`src/sv/bce_pkg.sv`:
```
// ----------------------------------------------------------------------------
// bce_pkg
// Shared types, codes and constants of the battery charge estimator.
// ----------------------------------------------------------------------------
package bce_pkg;

  // Field widths
  localparam int MV_W    = 16;
  localparam int MAH_W   = 16;
  localparam int SEC_W   = 16;
  localparam int PCT_W   = 7;
  localparam int CELLS_W = 5;
  localparam int FUNC_W  = 2;
  localparam int RATE_W  = 12;
  localparam int CNT_W   = 8;

  // Configuration port
  localparam int APB_ADDR_W = 5;
  localparam int APB_DATA_W = 32;
  localparam int REG_IDX_W  = 3;

  localparam logic [REG_IDX_W-1:0] REG_FAILSAFE = 3'd0;
  localparam logic [REG_IDX_W-1:0] REG_NOMINAL  = 3'd1;
  localparam logic [REG_IDX_W-1:0] REG_RESERVE  = 3'd2;
  localparam logic [REG_IDX_W-1:0] REG_RATE     = 3'd3;
  localparam logic [REG_IDX_W-1:0] REG_SAMPLES  = 3'd4;

  localparam logic [RATE_W-1:0] RATE_RESET    = 12'd64;
  localparam logic [CNT_W-1:0]  SAMPLES_RESET = 8'd10;

  // Input function codes
  localparam logic [FUNC_W-1:0] FUNC_SAMPLE  = 2'd0;
  localparam logic [FUNC_W-1:0] FUNC_PERCENT = 2'd1;
  localparam logic [FUNC_W-1:0] FUNC_RECALC  = 2'd2;

  // Cell count: floor(mv / 3200) as (mv * CELL_RECIP) >> CELL_SHIFT, exact for 16 bits
  localparam int          CELL_SHIFT   = 28;
  localparam logic [16:0] CELL_RECIP   = 17'd83887;
  localparam int          CELL_PROD_W  = MV_W + 17;

  // Per-cell discharge curve, highest voltage first
  localparam int MV_TAB_W    = 13;
  localparam int CURVE_MAX   = 16;
  localparam int CURVE_IDX_W = 4;
  localparam logic [MV_TAB_W-1:0] CELL_FLOOR_MV = 13'd3200;
  localparam logic [PCT_W-1:0]    PCT_FULL      = 7'd100;

  localparam logic [MV_TAB_W-1:0] CURVE_MV [CURVE_MAX] = '{
    13'd4200, 13'd4100, 13'd4000, 13'd3950, 13'd3810, 13'd3750, 13'd3700, 13'd3650,
    13'd3430, 13'd0,    13'd0,    13'd0,    13'd0,    13'd0,    13'd0,    13'd0
  };
  localparam logic [PCT_W-1:0] CURVE_PCT [CURVE_MAX] = '{
    7'd100, 7'd95, 7'd85, 7'd77, 7'd56, 7'd50, 7'd25, 7'd17,
    7'd8,   7'd0,  7'd0,  7'd0,  7'd0,  7'd0,  7'd0,  7'd0
  };

  // Shared divider: 24-bit dividend, 16-bit divisor, two quotient bits a cycle
  localparam int DVD_W       = 24;
  localparam int DVS_W       = 16;
  localparam int MUL_A_W     = 16;
  localparam int MUL_B_W     = 7;
  localparam int DIV_STEPS   = 2;
  localparam int DIV_CYCLES  = DVD_W / DIV_STEPS;
  localparam int DIV_CNT_W   = $clog2(DIV_CYCLES);

  typedef enum logic [2:0] {
    OP_CELLMV,
    OP_INTERP,
    OP_INIT,
    OP_TOTAL,
    OP_SECS,
    OP_PCT
  } div_op_t;

  typedef struct packed {
    logic    accept;
    logic    div_start;
    logic    capture;
    div_op_t op;
    logic    load_out;
  } cmd_t;

  typedef struct packed {
    logic div_done;
    logic recalc_ok;
    logic rate_ok;
    logic usable_ok;
    logic out_free;
  } status_t;

endpackage

```
`src/sv/bce_if.sv`:
```
// ----------------------------------------------------------------------------
// bce_in_if / bce_out_if
// Valid/ready channels carrying one telemetry item and one estimate.
// ----------------------------------------------------------------------------
interface bce_in_if;
  logic                         valid;
  logic                         ready;
  logic [bce_pkg::FUNC_W-1:0]   func;
  logic [bce_pkg::MV_W-1:0]     pack_mv;
  logic [bce_pkg::PCT_W-1:0]    autopilot_percent;

  modport source (output valid, output func, output pack_mv, output autopilot_percent,
                  input ready);
  modport sink   (input valid, input func, input pack_mv, input autopilot_percent,
                  output ready);
endinterface

interface bce_out_if;
  logic                         valid;
  logic                         ready;
  logic [bce_pkg::MAH_W-1:0]    remaining_mah;
  logic [bce_pkg::SEC_W-1:0]    remaining_seconds;
  logic [bce_pkg::PCT_W-1:0]    usable_percent;
  logic [bce_pkg::MAH_W-1:0]    initial_capacity_mah;
  logic [bce_pkg::CELLS_W-1:0]  cells;
  logic                         power_on_done;

  modport source (output valid, output remaining_mah, output remaining_seconds,
                  output usable_percent, output initial_capacity_mah, output cells,
                  output power_on_done, input ready);
  modport sink   (input valid, input remaining_mah, input remaining_seconds,
                  input usable_percent, input initial_capacity_mah, input cells,
                  input power_on_done, output ready);
endinterface

```
`src/sv/bce_div.sv`:
```
// ----------------------------------------------------------------------------
// bce_div
// Restoring unsigned divider, two quotient bits per cycle.
// ----------------------------------------------------------------------------
module bce_div (
  input  logic                        clk,
  input  logic                        rst,
  input  logic                        start,
  input  logic [bce_pkg::DVD_W-1:0]   dividend,
  input  logic [bce_pkg::DVS_W-1:0]   divisor,
  output logic                        done,
  output logic [bce_pkg::DVD_W-1:0]   quotient
);
  import bce_pkg::*;

  localparam logic [DIV_CNT_W-1:0] CNT_LAST = DIV_CNT_W'(DIV_CYCLES - 1);

  logic                 busy;
  logic [DIV_CNT_W-1:0] cnt;
  logic [DVS_W-1:0]     rem;
  logic [DVS_W-1:0]     dvs;
  logic [DVD_W-1:0]     quo;
  logic [DVS_W-1:0]     rem_next;
  logic [DVD_W-1:0]     quo_next;
  logic [DVS_W:0]       trial;

  always_comb begin
    rem_next = rem;
    quo_next = quo;
    trial    = '0;
    for (int s = 0; s < DIV_STEPS; s++) begin
      trial    = {rem_next, quo_next[DVD_W-1]};
      quo_next = {quo_next[DVD_W-2:0], 1'b0};
      if (trial >= {1'b0, dvs}) begin
        trial       = trial - {1'b0, dvs};
        quo_next[0] = 1'b1;
      end
      rem_next = trial[DVS_W-1:0];
    end
  end

  always_ff @(posedge clk) begin
    if (rst) begin
      busy <= 1'b0;
      done <= 1'b0;
      cnt  <= '0;
    end else begin
      done <= 1'b0;
      if (start) begin
        busy <= 1'b1;
        cnt  <= CNT_LAST;
      end else if (busy) begin
        cnt <= cnt - 1'b1;
        if (cnt == '0) begin
          busy <= 1'b0;
          done <= 1'b1;
        end
      end
    end
  end

  always_ff @(posedge clk) begin
    if (start) begin
      quo <= dividend;
      rem <= '0;
      dvs <= divisor;
    end else if (busy) begin
      quo <= quo_next;
      rem <= rem_next;
    end
  end

  assign quotient = quo;

endmodule

```
`src/sv/bce_datapath.sv`:
```
// ----------------------------------------------------------------------------
// bce_datapath
// Estimator state, curve lookup, operand select, shared divider, result register.
// ----------------------------------------------------------------------------
module bce_datapath #(
  parameter int CURVE_POINTS = 9
) (
  input  logic                          clk,
  input  logic                          rst,
  input  bce_pkg::cmd_t                 cmd,
  output bce_pkg::status_t              st,
  input  logic [bce_pkg::FUNC_W-1:0]    func,
  input  logic [bce_pkg::MV_W-1:0]      pack_mv,
  input  logic [bce_pkg::PCT_W-1:0]     autopilot_percent,
  input  logic [bce_pkg::MAH_W-1:0]     nominal_capacity_mah,
  input  logic [bce_pkg::MAH_W-1:0]     reserve_capacity_mah,
  input  logic [bce_pkg::RATE_W-1:0]    discharge_rate_q4,
  input  logic [bce_pkg::CNT_W-1:0]     power_on_samples,
  input  logic [bce_pkg::CELLS_W-1:0]   cells,
  output logic                          out_valid,
  input  logic                          out_ready,
  output logic [bce_pkg::MAH_W-1:0]     out_remaining_mah,
  output logic [bce_pkg::SEC_W-1:0]     out_remaining_seconds,
  output logic [bce_pkg::PCT_W-1:0]     out_usable_percent,
  output logic [bce_pkg::MAH_W-1:0]     out_initial_capacity_mah,
  output logic [bce_pkg::CELLS_W-1:0]   out_cells,
  output logic                          out_power_on_done
);
  import bce_pkg::*;

  localparam logic [CURVE_IDX_W-1:0] CURVE_LAST = CURVE_IDX_W'(CURVE_POINTS - 1);
  localparam logic [RATE_W-1:0]      RATE_MIN   = 12'd16;
  localparam logic [MUL_B_W-1:0]     MUL_ONE    = 7'd1;
  localparam logic [MUL_B_W-1:0]     MUL_Q4     = 7'd16;
  localparam logic [MUL_B_W-1:0]     MUL_PCT    = 7'd100;
  localparam logic [DVS_W-1:0]       DVS_PCT    = 16'd100;

  // Estimator state
  logic [MV_W-1:0]   peak;
  logic [CNT_W-1:0]  sample_count;
  logic [MAH_W-1:0]  initial_cap;
  logic [PCT_W-1:0]  last_pct;
  logic [FUNC_W-1:0] func_q;

  // Work registers
  logic [MV_W-1:0]   cell_mv;
  logic [PCT_W-1:0]  curve_pct;
  logic [MAH_W-1:0]  rem;
  logic [SEC_W-1:0]  secs;
  logic [PCT_W-1:0]  usable_pct;

  logic sampling_done;

  // Curve lookup
  logic                    hit_found;
  logic [CURVE_IDX_W-1:0]  hit;
  logic [CURVE_IDX_W-1:0]  hit_next;
  logic [MV_TAB_W-1:0]     prev_mv;
  logic [PCT_W-1:0]        prev_pct;
  logic [PCT_W-1:0]        curve_base;
  logic [MUL_A_W-1:0]      curve_a;
  logic [MUL_B_W-1:0]      curve_b;
  logic [DVS_W-1:0]        curve_span;

  // Divider operands
  logic [MUL_A_W-1:0]         mul_a;
  logic [MUL_B_W-1:0]         mul_b;
  logic [MUL_A_W+MUL_B_W-1:0] product;
  logic [DVS_W-1:0]           divisor;
  logic                       div_done;
  logic [DVD_W-1:0]           quotient;
  logic [DVD_W:0]             interp_sum;
  logic [MAH_W-1:0]           usable_mah;

  assign sampling_done = sample_count >= power_on_samples;
  assign usable_mah    = nominal_capacity_mah - reserve_capacity_mah;

  // Scan from the highest curve voltage downward: the highest index that still
  // lies at or above the cell voltage wins.
  always_comb begin
    hit_found = 1'b0;
    hit       = '0;
    for (int i = 0; i < CURVE_POINTS; i++) begin
      if ({{(MV_W-MV_TAB_W){1'b0}}, CURVE_MV[i]} >= cell_mv) begin
        hit_found = 1'b1;
        hit       = CURVE_IDX_W'(i);
      end
    end
    hit_next = hit + 1'b1;
    if (hit == CURVE_LAST) begin
      prev_mv  = CELL_FLOOR_MV;
      prev_pct = '0;
    end else begin
      prev_mv  = CURVE_MV[hit_next];
      prev_pct = CURVE_PCT[hit_next];
    end
    curve_base = '0;
    curve_a    = '0;
    curve_b    = '0;
    curve_span = DVS_W'(1);
    if (cell_mv <= {{(MV_W-MV_TAB_W){1'b0}}, CELL_FLOOR_MV}) begin
      curve_base = '0;
    end else if (!hit_found) begin
      curve_base = PCT_FULL;
    end else begin
      curve_base = prev_pct;
      curve_a    = cell_mv - {{(MV_W-MV_TAB_W){1'b0}}, prev_mv};
      curve_b    = CURVE_PCT[hit] - prev_pct;
      curve_span = {{(DVS_W-MV_TAB_W){1'b0}}, CURVE_MV[hit] - prev_mv};
    end
  end

  // Operand select ahead of the shared multiplier and divider
  always_comb begin
    unique case (cmd.op)
      OP_CELLMV: begin
        mul_a   = peak;
        mul_b   = MUL_ONE;
        divisor = {{(DVS_W-CELLS_W){1'b0}}, cells};
      end
      OP_INTERP: begin
        mul_a   = curve_a;
        mul_b   = curve_b;
        divisor = curve_span;
      end
      OP_INIT: begin
        mul_a   = nominal_capacity_mah;
        mul_b   = curve_pct;
        divisor = DVS_PCT;
      end
      OP_TOTAL: begin
        mul_a   = initial_cap;
        mul_b   = last_pct;
        divisor = DVS_PCT;
      end
      OP_SECS: begin
        mul_a   = rem;
        mul_b   = MUL_Q4;
        divisor = {{(DVS_W-RATE_W){1'b0}}, discharge_rate_q4};
      end
      OP_PCT: begin
        mul_a   = rem;
        mul_b   = MUL_PCT;
        divisor = usable_mah;
      end
      default: begin
        mul_a   = '0;
        mul_b   = '0;
        divisor = DVS_W'(1);
      end
    endcase
  end

  assign product    = mul_a * mul_b;
  assign interp_sum = {1'b0, quotient} + {{(DVD_W+1-PCT_W){1'b0}}, curve_base};

  bce_div u_div (
    .clk      (clk),
    .rst      (rst),
    .start    (cmd.div_start),
    .dividend ({{(DVD_W-MUL_A_W-MUL_B_W){1'b0}}, product}),
    .divisor  (divisor),
    .done     (div_done),
    .quotient (quotient)
  );

  // Estimator state: sample and percent updates at accept, recalc at capture
  always_ff @(posedge clk) begin
    if (rst) begin
      peak         <= '0;
      sample_count <= '0;
      initial_cap  <= '0;
      last_pct     <= '0;
    end else begin
      if (cmd.accept) begin
        if (func == FUNC_SAMPLE && !sampling_done) begin
          if (pack_mv > peak) begin
            peak <= pack_mv;
          end
          sample_count <= sample_count + 1'b1;
        end else if (func == FUNC_PERCENT) begin
          last_pct <= (autopilot_percent > PCT_FULL) ? PCT_FULL : autopilot_percent;
        end
      end
      if (cmd.capture && cmd.op == OP_INIT) begin
        initial_cap <= quotient[MAH_W-1:0];
      end
    end
  end

  // Work registers
  always_ff @(posedge clk) begin
    if (cmd.accept) begin
      func_q <= func;
    end
    if (cmd.capture) begin
      unique case (cmd.op)
        OP_CELLMV: cell_mv <= quotient[MV_W-1:0];
        OP_INTERP: curve_pct <= (interp_sum > {{(DVD_W+1-PCT_W){1'b0}}, PCT_FULL}) ?
                                PCT_FULL : interp_sum[PCT_W-1:0];
        OP_INIT: begin
        end
        OP_TOTAL: begin
          rem        <= (quotient[MAH_W-1:0] > reserve_capacity_mah) ?
                        quotient[MAH_W-1:0] - reserve_capacity_mah : '0;
          secs       <= '0;
          usable_pct <= '0;
        end
        OP_SECS: secs <= (|quotient[DVD_W-1:SEC_W]) ? '1 : quotient[SEC_W-1:0];
        OP_PCT: usable_pct <= (quotient > {{(DVD_W-PCT_W){1'b0}}, PCT_FULL}) ?
                              PCT_FULL : quotient[PCT_W-1:0];
        default: begin
        end
      endcase
    end
  end

  // Result register parts the core from the receiver
  always_ff @(posedge clk) begin
    if (rst) begin
      out_valid <= 1'b0;
    end else if (cmd.load_out) begin
      out_valid <= 1'b1;
    end else if (out_ready) begin
      out_valid <= 1'b0;
    end
  end

  always_ff @(posedge clk) begin
    if (cmd.load_out) begin
      out_remaining_mah        <= rem;
      out_remaining_seconds    <= secs;
      out_usable_percent       <= usable_pct;
      out_initial_capacity_mah <= initial_cap;
      out_cells                <= cells;
      out_power_on_done        <= sampling_done;
    end
  end

  assign st.div_done  = div_done;
  assign st.recalc_ok = func_q == FUNC_RECALC && sampling_done && initial_cap == '0 &&
                        cells != '0 && peak != '0 && nominal_capacity_mah != '0;
  assign st.rate_ok   = discharge_rate_q4 > RATE_MIN;
  assign st.usable_ok = nominal_capacity_mah > reserve_capacity_mah;
  assign st.out_free  = !out_valid || out_ready;

endmodule

```
`src/sv/bce_ctrl.sv`:
```
// ----------------------------------------------------------------------------
// bce_ctrl
// Sequencer: accepts an item, walks the divide steps, hands off the result.
// ----------------------------------------------------------------------------
module bce_ctrl (
  input  logic              clk,
  input  logic              rst,
  input  logic              in_valid,
  output logic              in_ready,
  input  bce_pkg::status_t  st,
  output bce_pkg::cmd_t     cmd
);
  import bce_pkg::*;

  typedef enum logic [8:0] {
    S_IDLE   = 9'b000000001,
    S_DECIDE = 9'b000000010,
    S_CELLMV = 9'b000000100,
    S_INTERP = 9'b000001000,
    S_INIT   = 9'b000010000,
    S_TOTAL  = 9'b000100000,
    S_SECS   = 9'b001000000,
    S_PCT    = 9'b010000000,
    S_FINISH = 9'b100000000
  } state_t;

  state_t state;
  state_t state_next;
  logic   launched;
  logic   launched_next;
  logic   div_state;

  always_comb begin
    state_next = state;
    cmd        = '0;
    cmd.op     = OP_TOTAL;
    div_state  = 1'b0;
    unique case (state)
      S_IDLE: begin
        if (in_valid) begin
          cmd.accept = 1'b1;
          state_next = S_DECIDE;
        end
      end
      S_DECIDE: begin
        state_next = st.recalc_ok ? S_CELLMV : S_TOTAL;
      end
      S_CELLMV: begin
        div_state = 1'b1;
        cmd.op    = OP_CELLMV;
        if (st.div_done) begin
          state_next = S_INTERP;
        end
      end
      S_INTERP: begin
        div_state = 1'b1;
        cmd.op    = OP_INTERP;
        if (st.div_done) begin
          state_next = S_INIT;
        end
      end
      S_INIT: begin
        div_state = 1'b1;
        cmd.op    = OP_INIT;
        if (st.div_done) begin
          state_next = S_TOTAL;
        end
      end
      S_TOTAL: begin
        div_state = 1'b1;
        cmd.op    = OP_TOTAL;
        if (st.div_done) begin
          priority if (st.rate_ok) begin
            state_next = S_SECS;
          end else if (st.usable_ok) begin
            state_next = S_PCT;
          end else begin
            state_next = S_FINISH;
          end
        end
      end
      S_SECS: begin
        div_state = 1'b1;
        cmd.op    = OP_SECS;
        if (st.div_done) begin
          state_next = st.usable_ok ? S_PCT : S_FINISH;
        end
      end
      S_PCT: begin
        div_state = 1'b1;
        cmd.op    = OP_PCT;
        if (st.div_done) begin
          state_next = S_FINISH;
        end
      end
      S_FINISH: begin
        if (st.out_free) begin
          cmd.load_out = 1'b1;
          state_next   = S_IDLE;
        end
      end
      default: begin
        state_next = S_IDLE;
      end
    endcase
    // Launch each divide once, capture on its done pulse
    cmd.div_start = div_state && !launched;
    cmd.capture   = div_state && st.div_done;
    launched_next = div_state && !st.div_done && (launched || cmd.div_start);
  end

  always_ff @(posedge clk) begin
    if (rst) begin
      state    <= S_IDLE;
      launched <= 1'b0;
    end else begin
      state    <= state_next;
      launched <= launched_next;
    end
  end

  assign in_ready = state == S_IDLE;

endmodule

```
`src/sv/battery_charge_estimator_core.sv`:
```
// ----------------------------------------------------------------------------
// battery_charge_estimator_core
// Battery charge estimator: remaining mAh, flight time and usable percent.
// ----------------------------------------------------------------------------
// Usage:
//   telemetry carries one item per beat: a pack voltage sample, an autopilot
//   percent update or a recalculate command. estimate returns one beat per
//   item with remaining mAh above reserve, remaining seconds, usable percent,
//   the initial capacity, the cell count and the power-on flag.
//   Configuration goes through the APB port, one 32-bit register per word
//   address; write it only while the block is idle.
//   Sequencing: one shared divider resolves two quotient bits a cycle. An item
//   needs only the total division when both rate and usable capacity are
//   disabled, adds the seconds and percent divisions when they are enabled,
//   and three extra divisions for a recalculate that fixes the initial
//   capacity. One item is in flight at a time; the divider sets the throughput.
//   The result sits in an output register, so the next item is taken while
//   the previous estimate still waits; a stalled receiver holds the core in
//   its final step only once that register is full.
//   Reset (rst, synchronous) clears the peak, sample count, initial capacity
//   and stored percent, and loads the register defaults.
// ----------------------------------------------------------------------------
module battery_charge_estimator_core #(
  parameter int CURVE_POINTS = 9
) (
  input  logic                                clk,
  input  logic                                rst,
  bce_in_if.sink                              telemetry,
  bce_out_if.source                           estimate,
  input  logic                                psel,
  input  logic                                penable,
  input  logic                                pwrite,
  input  logic [bce_pkg::APB_ADDR_W-1:0]      paddr,
  input  logic [bce_pkg::APB_DATA_W-1:0]      pwdata,
  output logic [bce_pkg::APB_DATA_W-1:0]      prdata,
  output logic                                pready
);
  import bce_pkg::*;

  // Configuration registers
  logic [MV_W-1:0]    failsafe_pack_mv;
  logic [MAH_W-1:0]   nominal_capacity_mah;
  logic [MAH_W-1:0]   reserve_capacity_mah;
  logic [RATE_W-1:0]  discharge_rate_q4;
  logic [CNT_W-1:0]   power_on_samples;

  // Derived cell count, registered from the failsafe register in the next cycle
  logic [CELLS_W-1:0]     cells;
  logic [CELL_PROD_W-1:0] cell_prod;

  logic                 cfg_write;
  logic [REG_IDX_W-1:0] reg_idx;

  cmd_t    cmd;
  status_t st;

  assign pready    = 1'b1;
  assign cfg_write = psel && penable && pwrite && pready;
  assign reg_idx   = paddr[APB_ADDR_W-1:2];

  always_ff @(posedge clk) begin
    if (rst) begin
      failsafe_pack_mv     <= '0;
      nominal_capacity_mah <= '0;
      reserve_capacity_mah <= '0;
      discharge_rate_q4    <= RATE_RESET;
      power_on_samples     <= SAMPLES_RESET;
    end else if (cfg_write) begin
      unique case (reg_idx)
        REG_FAILSAFE: failsafe_pack_mv     <= pwdata[MV_W-1:0];
        REG_NOMINAL:  nominal_capacity_mah <= pwdata[MAH_W-1:0];
        REG_RESERVE:  reserve_capacity_mah <= pwdata[MAH_W-1:0];
        REG_RATE:     discharge_rate_q4    <= pwdata[RATE_W-1:0];
        REG_SAMPLES:  power_on_samples     <= pwdata[CNT_W-1:0];
        default: begin
          // drop writes beyond the register list
        end
      endcase
    end
  end

  // Read back; unmapped words read as zero
  always_comb begin
    unique case (reg_idx)
      REG_FAILSAFE: prdata = {{(APB_DATA_W-MV_W){1'b0}}, failsafe_pack_mv};
      REG_NOMINAL:  prdata = {{(APB_DATA_W-MAH_W){1'b0}}, nominal_capacity_mah};
      REG_RESERVE:  prdata = {{(APB_DATA_W-MAH_W){1'b0}}, reserve_capacity_mah};
      REG_RATE:     prdata = {{(APB_DATA_W-RATE_W){1'b0}}, discharge_rate_q4};
      REG_SAMPLES:  prdata = {{(APB_DATA_W-CNT_W){1'b0}}, power_on_samples};
      default:      prdata = '0;
    endcase
  end

  // floor(mv / 3200) by reciprocal multiply; exact over the 16-bit range
  assign cell_prod = failsafe_pack_mv * CELL_RECIP;

  always_ff @(posedge clk) begin
    if (rst) begin
      cells <= '0;
    end else begin
      cells <= cell_prod[CELL_SHIFT+CELLS_W-1:CELL_SHIFT];
    end
  end

  // Sequencer: accepts in idle, steps through the divisions
  bce_ctrl u_ctrl (
    .clk      (clk),
    .rst      (rst),
    .in_valid (telemetry.valid),
    .in_ready (telemetry.ready),
    .st       (st),
    .cmd      (cmd)
  );

  // Datapath: state, curve, shared divider and the output register
  bce_datapath #(
    .CURVE_POINTS (CURVE_POINTS)
  ) u_datapath (
    .clk                      (clk),
    .rst                      (rst),
    .cmd                      (cmd),
    .st                       (st),
    .func                     (telemetry.func),
    .pack_mv                  (telemetry.pack_mv),
    .autopilot_percent        (telemetry.autopilot_percent),
    .nominal_capacity_mah     (nominal_capacity_mah),
    .reserve_capacity_mah     (reserve_capacity_mah),
    .discharge_rate_q4        (discharge_rate_q4),
    .power_on_samples         (power_on_samples),
    .cells                    (cells),
    .out_valid                (estimate.valid),
    .out_ready                (estimate.ready),
    .out_remaining_mah        (estimate.remaining_mah),
    .out_remaining_seconds    (estimate.remaining_seconds),
    .out_usable_percent       (estimate.usable_percent),
    .out_initial_capacity_mah (estimate.initial_capacity_mah),
    .out_cells                (estimate.cells),
    .out_power_on_done        (estimate.power_on_done)
  );

`ifndef NO_ASSERTIONS
  // A divider result is always consumed by the step that launched it
  a_done_captured: assert property (@(posedge clk) disable iff (rst)
    st.div_done |-> cmd.capture)
    else $error("divider result not captured");

  // One item at a time: the core closes its input right after a beat
  a_one_in_flight: assert property (@(posedge clk) disable iff (rst)
    telemetry.valid && telemetry.ready |=> !telemetry.ready)
    else $error("second item accepted while busy");

  // The result register is loaded only when it is empty or being drained
  a_no_overwrite: assert property (@(posedge clk) disable iff (rst)
    cmd.load_out |-> !estimate.valid || estimate.ready)
    else $error("pending estimate overwritten");

  // Usable percent stays capped
  a_pct_capped: assert property (@(posedge clk) disable iff (rst)
    estimate.valid |-> estimate.usable_percent <= PCT_FULL)
    else $error("usable percent above full");
`endif

endmodule

```
`src/flat_wrapper.sv`:
```
// flat-port wrapper written by rule: the top's interface ports become plain ports
module battery_charge_estimator_core_flat import bce_pkg::*;
#(
  parameter int CURVE_POINTS = 9
)
  (clk, rst, psel, penable, pwrite, paddr, pwdata, prdata, pready, telemetry_valid, telemetry_func, telemetry_pack_mv, telemetry_autopilot_percent, telemetry_ready, estimate_valid, estimate_remaining_mah, estimate_remaining_seconds, estimate_usable_percent, estimate_initial_capacity_mah, estimate_cells, estimate_power_on_done, estimate_ready);
  bce_in_if telemetry_i ();
  bce_out_if estimate_i ();
  input  logic clk;
  input  logic rst;
  input  logic psel;
  input  logic penable;
  input  logic pwrite;
  input  logic [bce_pkg::APB_ADDR_W-1:0] paddr;
  input  logic [bce_pkg::APB_DATA_W-1:0] pwdata;
  output logic [bce_pkg::APB_DATA_W-1:0] prdata;
  output logic pready;
  input wire logic [$bits(telemetry_i.valid)-1:0] telemetry_valid;
  input wire logic [$bits(telemetry_i.func)-1:0] telemetry_func;
  input wire logic [$bits(telemetry_i.pack_mv)-1:0] telemetry_pack_mv;
  input wire logic [$bits(telemetry_i.autopilot_percent)-1:0] telemetry_autopilot_percent;
  output wire logic [$bits(telemetry_i.ready)-1:0] telemetry_ready;
  output wire logic [$bits(estimate_i.valid)-1:0] estimate_valid;
  output wire logic [$bits(estimate_i.remaining_mah)-1:0] estimate_remaining_mah;
  output wire logic [$bits(estimate_i.remaining_seconds)-1:0] estimate_remaining_seconds;
  output wire logic [$bits(estimate_i.usable_percent)-1:0] estimate_usable_percent;
  output wire logic [$bits(estimate_i.initial_capacity_mah)-1:0] estimate_initial_capacity_mah;
  output wire logic [$bits(estimate_i.cells)-1:0] estimate_cells;
  output wire logic [$bits(estimate_i.power_on_done)-1:0] estimate_power_on_done;
  input wire logic [$bits(estimate_i.ready)-1:0] estimate_ready;
  assign telemetry_i.valid = telemetry_valid;
  assign telemetry_i.func = telemetry_func;
  assign telemetry_i.pack_mv = telemetry_pack_mv;
  assign telemetry_i.autopilot_percent = telemetry_autopilot_percent;
  assign telemetry_ready = telemetry_i.ready;
  assign estimate_valid = estimate_i.valid;
  assign estimate_remaining_mah = estimate_i.remaining_mah;
  assign estimate_remaining_seconds = estimate_i.remaining_seconds;
  assign estimate_usable_percent = estimate_i.usable_percent;
  assign estimate_initial_capacity_mah = estimate_i.initial_capacity_mah;
  assign estimate_cells = estimate_i.cells;
  assign estimate_power_on_done = estimate_i.power_on_done;
  assign estimate_i.ready = estimate_ready;
  battery_charge_estimator_core #(.CURVE_POINTS(CURVE_POINTS)) u_core (.clk(clk), .rst(rst), .telemetry(telemetry_i), .estimate(estimate_i), .psel(psel), .penable(penable), .pwrite(pwrite), .paddr(paddr), .pwdata(pwdata), .prdata(prdata), .pready(pready));
endmodule
```
`config.mk`:
```
export PLATFORM = sky130hd
export DESIGN_NAME = battery_charge_estimator_core_flat
export DESIGN_NICKNAME = d
export VERILOG_FILES = /design/src/sv/bce_pkg.sv /design/src/sv/bce_if.sv /design/src/sv/bce_div.sv /design/src/sv/bce_datapath.sv /design/src/sv/bce_ctrl.sv /design/src/sv/battery_charge_estimator_core.sv /design/src/flat_wrapper.sv
export SDC_FILE = /design/constraint.sdc
export NUM_CORES = 1
export LEC_CHECK = 0
export ABC_AREA = 1
export ABC_CLOCK_PERIOD_IN_PS = 12900
export BUFFER_PORTS_ARGS = -buffer_cell sky130_fd_sc_hd__clkbuf_2
export CAP_MARGIN = 25
export CORE_ASPECT_RATIO = 0.5
export CORE_MARGIN = 2
export CORE_UTILIZATION = 40
export CTS_CLUSTER_DIAMETER = 100
export DETAILED_ROUTE_END_ITERATION = 8
export PLACE_DENSITY_LB_ADDON = 0.05
export SYNTH_ARGS = -nofsm -noshare
export SYNTH_HDL_FRONTEND = slang
export SYNTH_HIERARCHICAL = 1
export SYNTH_SLANG_ARGS = --single-unit
```
`constraint.sdc`:
```
create_clock -name clk -period 12.9 [get_ports clk]
set_clock_uncertainty 0.15 [all_clocks]
set_input_delay 0 -clock clk [delete_from_list [all_inputs] [get_ports clk]]
set_output_delay 0 -clock clk [all_outputs]
set_load 0.02 [all_outputs]
```
; ---- Yosys cells after proc, flatten, opt, wreduce, memory -nomap -nowiden
; Memory sizes are Yosys's and may differ from the RTL's.
; Index checks and enable logic that the tools add are counted.
[classes]
add_sub_neg = 11
mul = 2
magnitude_cmp = 22
eq_ne = 29
muxes = 76
bitwise = 4
n_reduce_logical = 51
[ops]
columns = op, n
row1 = 16-bit one-hot mux with 5 select lines, 3
row2 = 12-bit by 16-bit greater-or-equal comparator with 1-bit output (first input constant), 7
row3 = 13-bit 2-to-1 mux, 7
row4 = 9-bit 2-to-1 mux, 10
row5 = 9-bit one-hot mux with 9 select lines, 1
row6 = 16-bit 2-to-1 mux, 5
row7 = 7-bit 2-to-1 mux, 11
row8 = 16-bit subtractor, 4
row9 = 16-bit greater-than comparator, 3
row10 = 23-bit 2-to-1 mux, 2
row11 = 7-bit one-hot mux with 6 select lines, 1
row12 = 4-bit 2-to-1 mux, 9
row13 = 17-bit by 16-bit greater-or-equal comparator with 1-bit output, 2
row14 = 16-bit by 17-bit multiplier with 33-bit output (second input constant), 1
row15 = 13-bit by 16-bit greater-or-equal comparator with 1-bit output (first input constant), 2
row16 = 16-bit one-hot mux with 2 select lines, 1
row17 = 16-bit nonzero test, 2
row18 = 24-bit by 7-bit adder with 25-bit output, 1
row19 = 25-bit by 7-bit greater-than comparator with 1-bit output (second input constant), 1
row20 = 24-bit by 7-bit greater-than comparator with 1-bit output (second input constant), 1
row21 = 16-bit by 7-bit multiplier with 23-bit output, 1
row22 = 1-bit 2-to-1 mux, 23
row23 = 2-bit AND reduction, 11
row24 = 16-bit by 12-bit less-or-equal comparator with 1-bit output (second input constant), 1
row25 = other kinds (47), 85
[totals]
reg_bits = 318
mem_bits_ro = 640
inputBits = 69
out_inout_bits = 96
word_cells = 232
n_memories = 4
[memory_table]
columns = memory, depth, width, rd, rd_clocked_by_memory_dff, wr, line_no
row1 = (name not given), 16, 13, 1, 0, 0, bce_datapath.sv:109  ; curve_span = {{(DVS_W-MV_TAB_W){1'b0}}, CURVE_MV[hit] - prev_mv};
row2 = (name not given), 16, 13, 1, 0, 0, bce_datapath.sv:94  ; prev_mv = CURVE_MV[hit_next];
row3 = (name not given), 16, 7, 1, 0, 0, bce_datapath.sv:108  ; curve_b = CURVE_PCT[hit] - prev_pct;
row4 = (name not given), 16, 7, 1, 0, 0, bce_datapath.sv:95  ; prev_pct = CURVE_PCT[hit_next];

; ---- Longest topological paths before layout
[logic_depth]
depth_word = 21
depth_mapped = 54
mapped_depth_nobuf = 53

; ---- Cells and area by module
; The synthesis kept the hierarchy.
[by_module_without_submodules]
columns = mod, n_inst, cells_per_inst, area_per_inst_um2, seq_area_each_um2
row1 = bce_datapath, 1, 2057, 15833.9, 4714.5
row2 = battery_charge_estimator_core, 1, 1051, 8350.5, 1461.4
row3 = bce_div, 1, 632, 4603.2, 1641.6
row4 = bce_ctrl, 1, 143, 908.4, 200.2

; ---- Worst setup path before layout
; OpenSTA, ideal clock, no wires.
[synth_timing]
path_kind = reg2reg
start = register u_core.u_datapath.cell_mv[10]
end = register u_core.u_datapath.u_div.quo[20] (netlist: u_core/u_datapath/u_div/quotient[20]), data pin
t_arrival_ns = 7.518
t_required_ns = 12.497
slack_ns = 4.979
stages_incl_launch_ff = 49
n_path_buf = 0
synth_period_minus_slack_ns = 7.921
cell_sequence = edfxtp_1 -> nand2_1 -> inv_1 -> nand2_1 -> nor3_1 -> o211ai_1 -> nand2_1 -> inv_2 -> o21ai_2 -> inv_2 -> nor2_1 -> ha_1 -> inv_1 -> nand4_1 -> nand3_2 -> a21oi_2 -> a21boi_1 -> ha_1 -> [... 13 more ...] -> fa_1 -> inv_1 -> fa_1 -> inv_1 -> ha_1 -> nand2_1 -> inv_1 -> nor3_1 -> nand3_1 -> nand2_1 -> nand2_1 -> nand3_1 -> nand2_1 -> nand2_1 -> nand2_1 -> xor2_1 -> nand2_1 -> nand2_1
[synth_between]
elab_chain_cells = 21
word_cells_on_any_way = 52
classes_between = 3 x add/sub / 1 x mul / 10 x order compare / 1 x eq/ne / 32 x mux / 2 x bitwise / 3 x memory
[synth_lines]
columns = element, line_no
row1 = start: declaration, bce_datapath.sv:46  ; logic [MV_W-1:0] cell_mv;
row2 = start signal: assignment, bce_datapath.sv:198  ; OP_CELLMV: cell_mv <= quotient[MV_W-1:0];
row3 = 13-bit by 16-bit greater-or-equal comparator with 1-bit output, bce_datapath.sv:84  ; if ({{(MV_W-MV_TAB_W){1'b0}}, CURVE_MV[i]} >= cell_mv) begin
row4 = 1-bit 2-to-1 mux, bce_datapath.sv:84
row5 = 4-bit 2-to-1 mux (7 in series), bce_datapath.sv:84
row6 = 4-bit by 1-bit adder with 4-bit output, bce_datapath.sv:89  ; hit_next = hit + 1'b1;
row7 = 4-bit inverter with 5-bit output (not written as such), "bce_datapath.sv:94, bce_datapath.sv:95"
row8 = memory read 16 x 13 bit / memory read 16 x 7 bit (equally long branches), --
row9 = 13-bit 2-to-1 mux (not written as such) / 7-bit 2-to-1 mux (equally long branches) (2 in series), "bce_datapath.sv:94, bce_datapath.sv:95"
row10 = 13-bit 2-to-1 mux / 7-bit 2-to-1 mux (equally long branches), bce_datapath.sv:90  ; if (hit == CURVE_LAST) begin
row11 = 16-bit by 13-bit subtractor with 16-bit output / 7-bit subtractor (equally long branches), "bce_datapath.sv:107, bce_datapath.sv:108"
row12 = 16-bit 2-to-1 mux / 7-bit 2-to-1 mux (equally long branches), bce_datapath.sv:103  ; end else if (!hit_found) begin
row13 = 16-bit 2-to-1 mux / 7-bit 2-to-1 mux (equally long branches), bce_datapath.sv:101  ; if (cell_mv <= {{(MV_W-MV_TAB_W){1'b0}}, CELL_FLOOR_MV}) begin
row14 = 16-bit one-hot mux with 5 select lines / 7-bit one-hot mux with 6 select lines (equally long branches), bce_datapath.sv:115  ; unique case (cmd.op)
row15 = 16-bit by 7-bit multiplier with 23-bit output (*), bce_datapath.sv:154  ; assign product = mul_a * mul_b;
row16 = via u_core.u_datapath.product[20], bce_datapath.sv:68  ; logic [MUL_A_W+MUL_B_W-1:0] product;
row17 = 23-bit 2-to-1 mux (*), bce_div.sv:63  ; if (start) begin
row18 = end signal: assignment, bce_div.sv:64  ; quo <= dividend;
row19 = end signal: assignment, bce_div.sv:68  ; quo <= quo_next;
row20 = end: declaration, bce_div.sv:22  ; logic [DVD_W-1:0] quo;
; The timed path passes the listed nets; every way through them passes the cells marked *. The select of a mux whose other input is x is not followed.
; A chain may end at the register's enable or synchronous reset.

; ---- Worst setup path in the final report
[layout_timing]
start = register u_core.u_datapath.cell_mv[11]
end = register u_core.u_datapath.u_div.quo[20] (netlist: u_core/u_datapath/u_div/quotient[20]), data pin
; Same word-level chain as after synthesis.

==> flow_summary_export.csv <==
group,metric,value,unit
sta,slew_viol_final,0,
pwr,power_density,134.1,mW/mm^2
clock_tree,clkLatencyLatePin,0.56,ns
yosys,synth_compound_area_share,11.72,%
worst_setup_path,crit_type,"reg -> reg",
clock_tree,cts_tree,"yes",
global_route,grt_util_met3,2.430,%
yosys,synth_top_family_by_area,"adder cells",
global_route,grt_max_degree,74,
global_route,grt_pass1_vias,25774,
sta,finalSetupTns,0,ns
yosys,yosysWarnings,6,
global_route,antenna_found_initial,5,
yosys,synthTopCellsByArea,"edfxtp_1 (17%), ha_1 (13%), fa_1 (12%), nand2_1 (11%), dfxtp_1 (10%)",
global_route,grt_util_met1,36.94,%
worst_hold_path,hold-path-cell-count,2,
finish,largest_reg_flops,24,
worst_setup_path,startpoint_type,"flop",
finish,fin_cells,5062,
yosys,netlist.area_leader.share,16.68,%
detailed_routing,first_pass_iters,6,
yosys,synth_seq_area_share,27.00,%
global_route,grt_usage,25.79,%
clock_tree,cts.clk_slew.worst_paths,0.06,ns
place,place_hpwl,79.92,mm
sta,rsz0062_at_grt,"false",
sta,final-hold-violation-count,0,
die,die-area,0.07657,mm^2
worst_setup_path,worst-path-buf-inv,8,
yosys,async_flop_share,0,%
yosys,yosys.area_share.adder,24.71,%
clock_tree,cts_buffers,37,
clock_tree,post_cts_buffers,0,
place,dp.cells,4935,
worst_setup_path,critPathArrivalTime,9.60,ns
die,initial_core_util,40.51,%
yosys,syn_inst,3883,
finish,final_cell_mix,"nand2_1 (888), inv_1 (673), nor2_1 (341)",
sta,max-slew-margin-rel,32.43,%
worst_setup_path,cp_slowest_cell,"fa_1",
clock_tree,cts_sinks,318,
finish,drive_gt1_share,8.902,%
detailed_routing,routed_wl,98.56,mm
die,ios,165,
die,die_w,389.3,um
worst_setup_path,cp_top_family,"adder cells",
worst_hold_path,min_from,"telemetry_func[1]",
detailed_routing,drcViolationCount,0,
finish,multi_input_area,0.01856,mm^2
yosys,synth_xor_area_share,2.212,%
detailed_routing,vias,26400,
sta,finalCriticalPeriod,9.458,ns
yosys,yosys_register_bits,318,
global_route,met2_usage,42.15,%
worst_setup_path,required,13.04,ns
yosys,synth_enable_flop_cells,165,
die,core_area,0.07331,mm^2
worst_setup_path,max_stage_delay,0.56,ns
sta,fmax,105.7,MHz
place,io_buffer_count,129,
finish,regArea,0.008018,mm^2
sta,setup_viol,0,
yosys,ys.flop_type,"edfxtp_1",
flow_run,maxCapViolations,0,
yosys,synth_mux_area_share,0,%
global_route,gr-max-usage-layer,"met2",
yosys,yosys.area.top_type,"edfxtp_1",
finish,fillCellCount,7502,
pwr,peakVddDrop,0.09847,mV
worst_setup_path,crit_top_cell,"nand2_1",
worst_setup_path,critPathLaunch,"u_core/u_datapath/cell_mv[11]",
pwr,leakagePower,16.75,nW
detailed_routing,wl_per_cell,19.47,um
worst_setup_path,crit_path_end_kind,"flop",
yosys,syn-mean-instance-area,7.648,um^2
sta,finalCritPeriodShare,73.32,%
worst_setup_path,path_max_fanout,7,
detailed_routing,via_per_inst,5.215,
worst_setup_path,reg2reg_depth,47,
clock_tree,h-tree-depth,2,
clock_tree,clockBufferDepth,3,
yosys,synth_area,0.02970,mm^2
detailed_routing,ant_nets,0,
finish,nets,4612,
global_route,grt_pass1_wl,152.2,mm
place,routabilityCongestion,0.9327,
die,die_h,196.7,um
die,rows,70,
worst_setup_path,r2r-start,"u_core/u_datapath/cell_mv[11]",
worst_setup_path,ff2ff_setup_slack,3.44,ns
yosys,synth.distinct_cells,75,
detailed_routing,drtIter0Drc,1917,
sta,max_slew.worst_pin.slew,1.012,ns
finish,synthToLayoutAreaGrowth,11.46,%
yosys,yosys.area_share.simple,23.59,%
global_route,overflow,0,
worst_setup_path,crit_cells,47,
clock_tree,cts_root_buffer,"clkbuf_16",
finish,final_common_cell,"nand2_1",
outcome,status,"finished, final reports clean",
worst_hold_path,hp-class,"in -> reg",
-- Yosys cell counts, types with 10 or more instances --
master / count
nand2_1: 888
inv_1: 673
nor2_1: 342
ha_1: 308
a21oi_1: 243
nand3_1: 188
fa_1: 174
edfxtp_1: 165
o21ai_0: 161
dfxtp_1: 153
o21ai_1: 43
nand4_1: 41
xor2_1: 39
xnor2_1: 36
nor3_1: 31
inv_2: 30
clkbuf_1: 29
buf_4: 25
a221oi_1: 24
o21ai_2: 23
nand2_2: 21
nor4_1: 20
nor2_2: 17
a21o_1: 16
a31oi_1: 13
buf_2: 13
nand3_2: 13
a22oi_1: 11
buf_6: 11
o2111ai_1: 11
o21a_1: 10
-- final cells by class --
cell class	count	share of cell area, %
diodes	1	0.007560
clock buffers	49	3.187
clock inverters	18	0.6162
inverters	708	8.044
multi-input cells	2790	56.08
flip-flops and latches	318	24.22
well taps	972	3.674
repair buffers	206	4.166
-- cells by family after synthesis --
group           count (synthesis)
flops                         318
other cells                     3
compound gates                598
buf+inv                       790
xor+xnor                       75
simple gates                 1617
fa+ha+maj                     482
-- repair_timing --
action / in CTS / in global routing
endpoints found under the setup margin: 0 / 0
resized for setup: 0 / 0
hold endpoints to repair: 112 / 0
hold buffers: 59 / 0
-- per-stage QoR --
stage	power, mW	worst slack (ns)	util, %	instance area [um^2]	hold WS (ns)
floorplan	2.803	4.979	-	29750	-0.08059
global placement	3.300	3.543	42.60	31230	0.07497
detailed placement	3.308	3.494	42.63	31250	0.07884
CTS	4.444	3.459	45.15	33100	0.02595
global route	4.753	2.702	45.15	33100	0.06666
finish	4.437	3.442	45.15	33100	0.05332
-- path summary, 6_finish.rpt --
check	end
worst max-delay path	u_core/u_datapath/u_div/quotient[20]
worst min-delay path	u_core/u_datapath/func_q[1]
worst max register to register	u_core/u_datapath/u_div/quotient[20]
worst min register to register	u_core/u_datapath/out_remaining_seconds[8]
-- power breakdown --
part           switching (mW)  internal (mW)  leakage, nW  total [mW]
logic                    1.36          0.651         13.5        2.02
registers               0.132           1.19         2.63        1.32
clock network           0.459          0.643        0.615        1.10
total                    1.96           2.48         16.7        4.44
-- metal layers --
layer  routed length [um]  share of wire (%)
met3                 4783                4.9
met1                46890                 48
met4                 2267                2.3
met2                44610                 45
met5                    8             0.0081
Power figures use the tool's default switching activity.
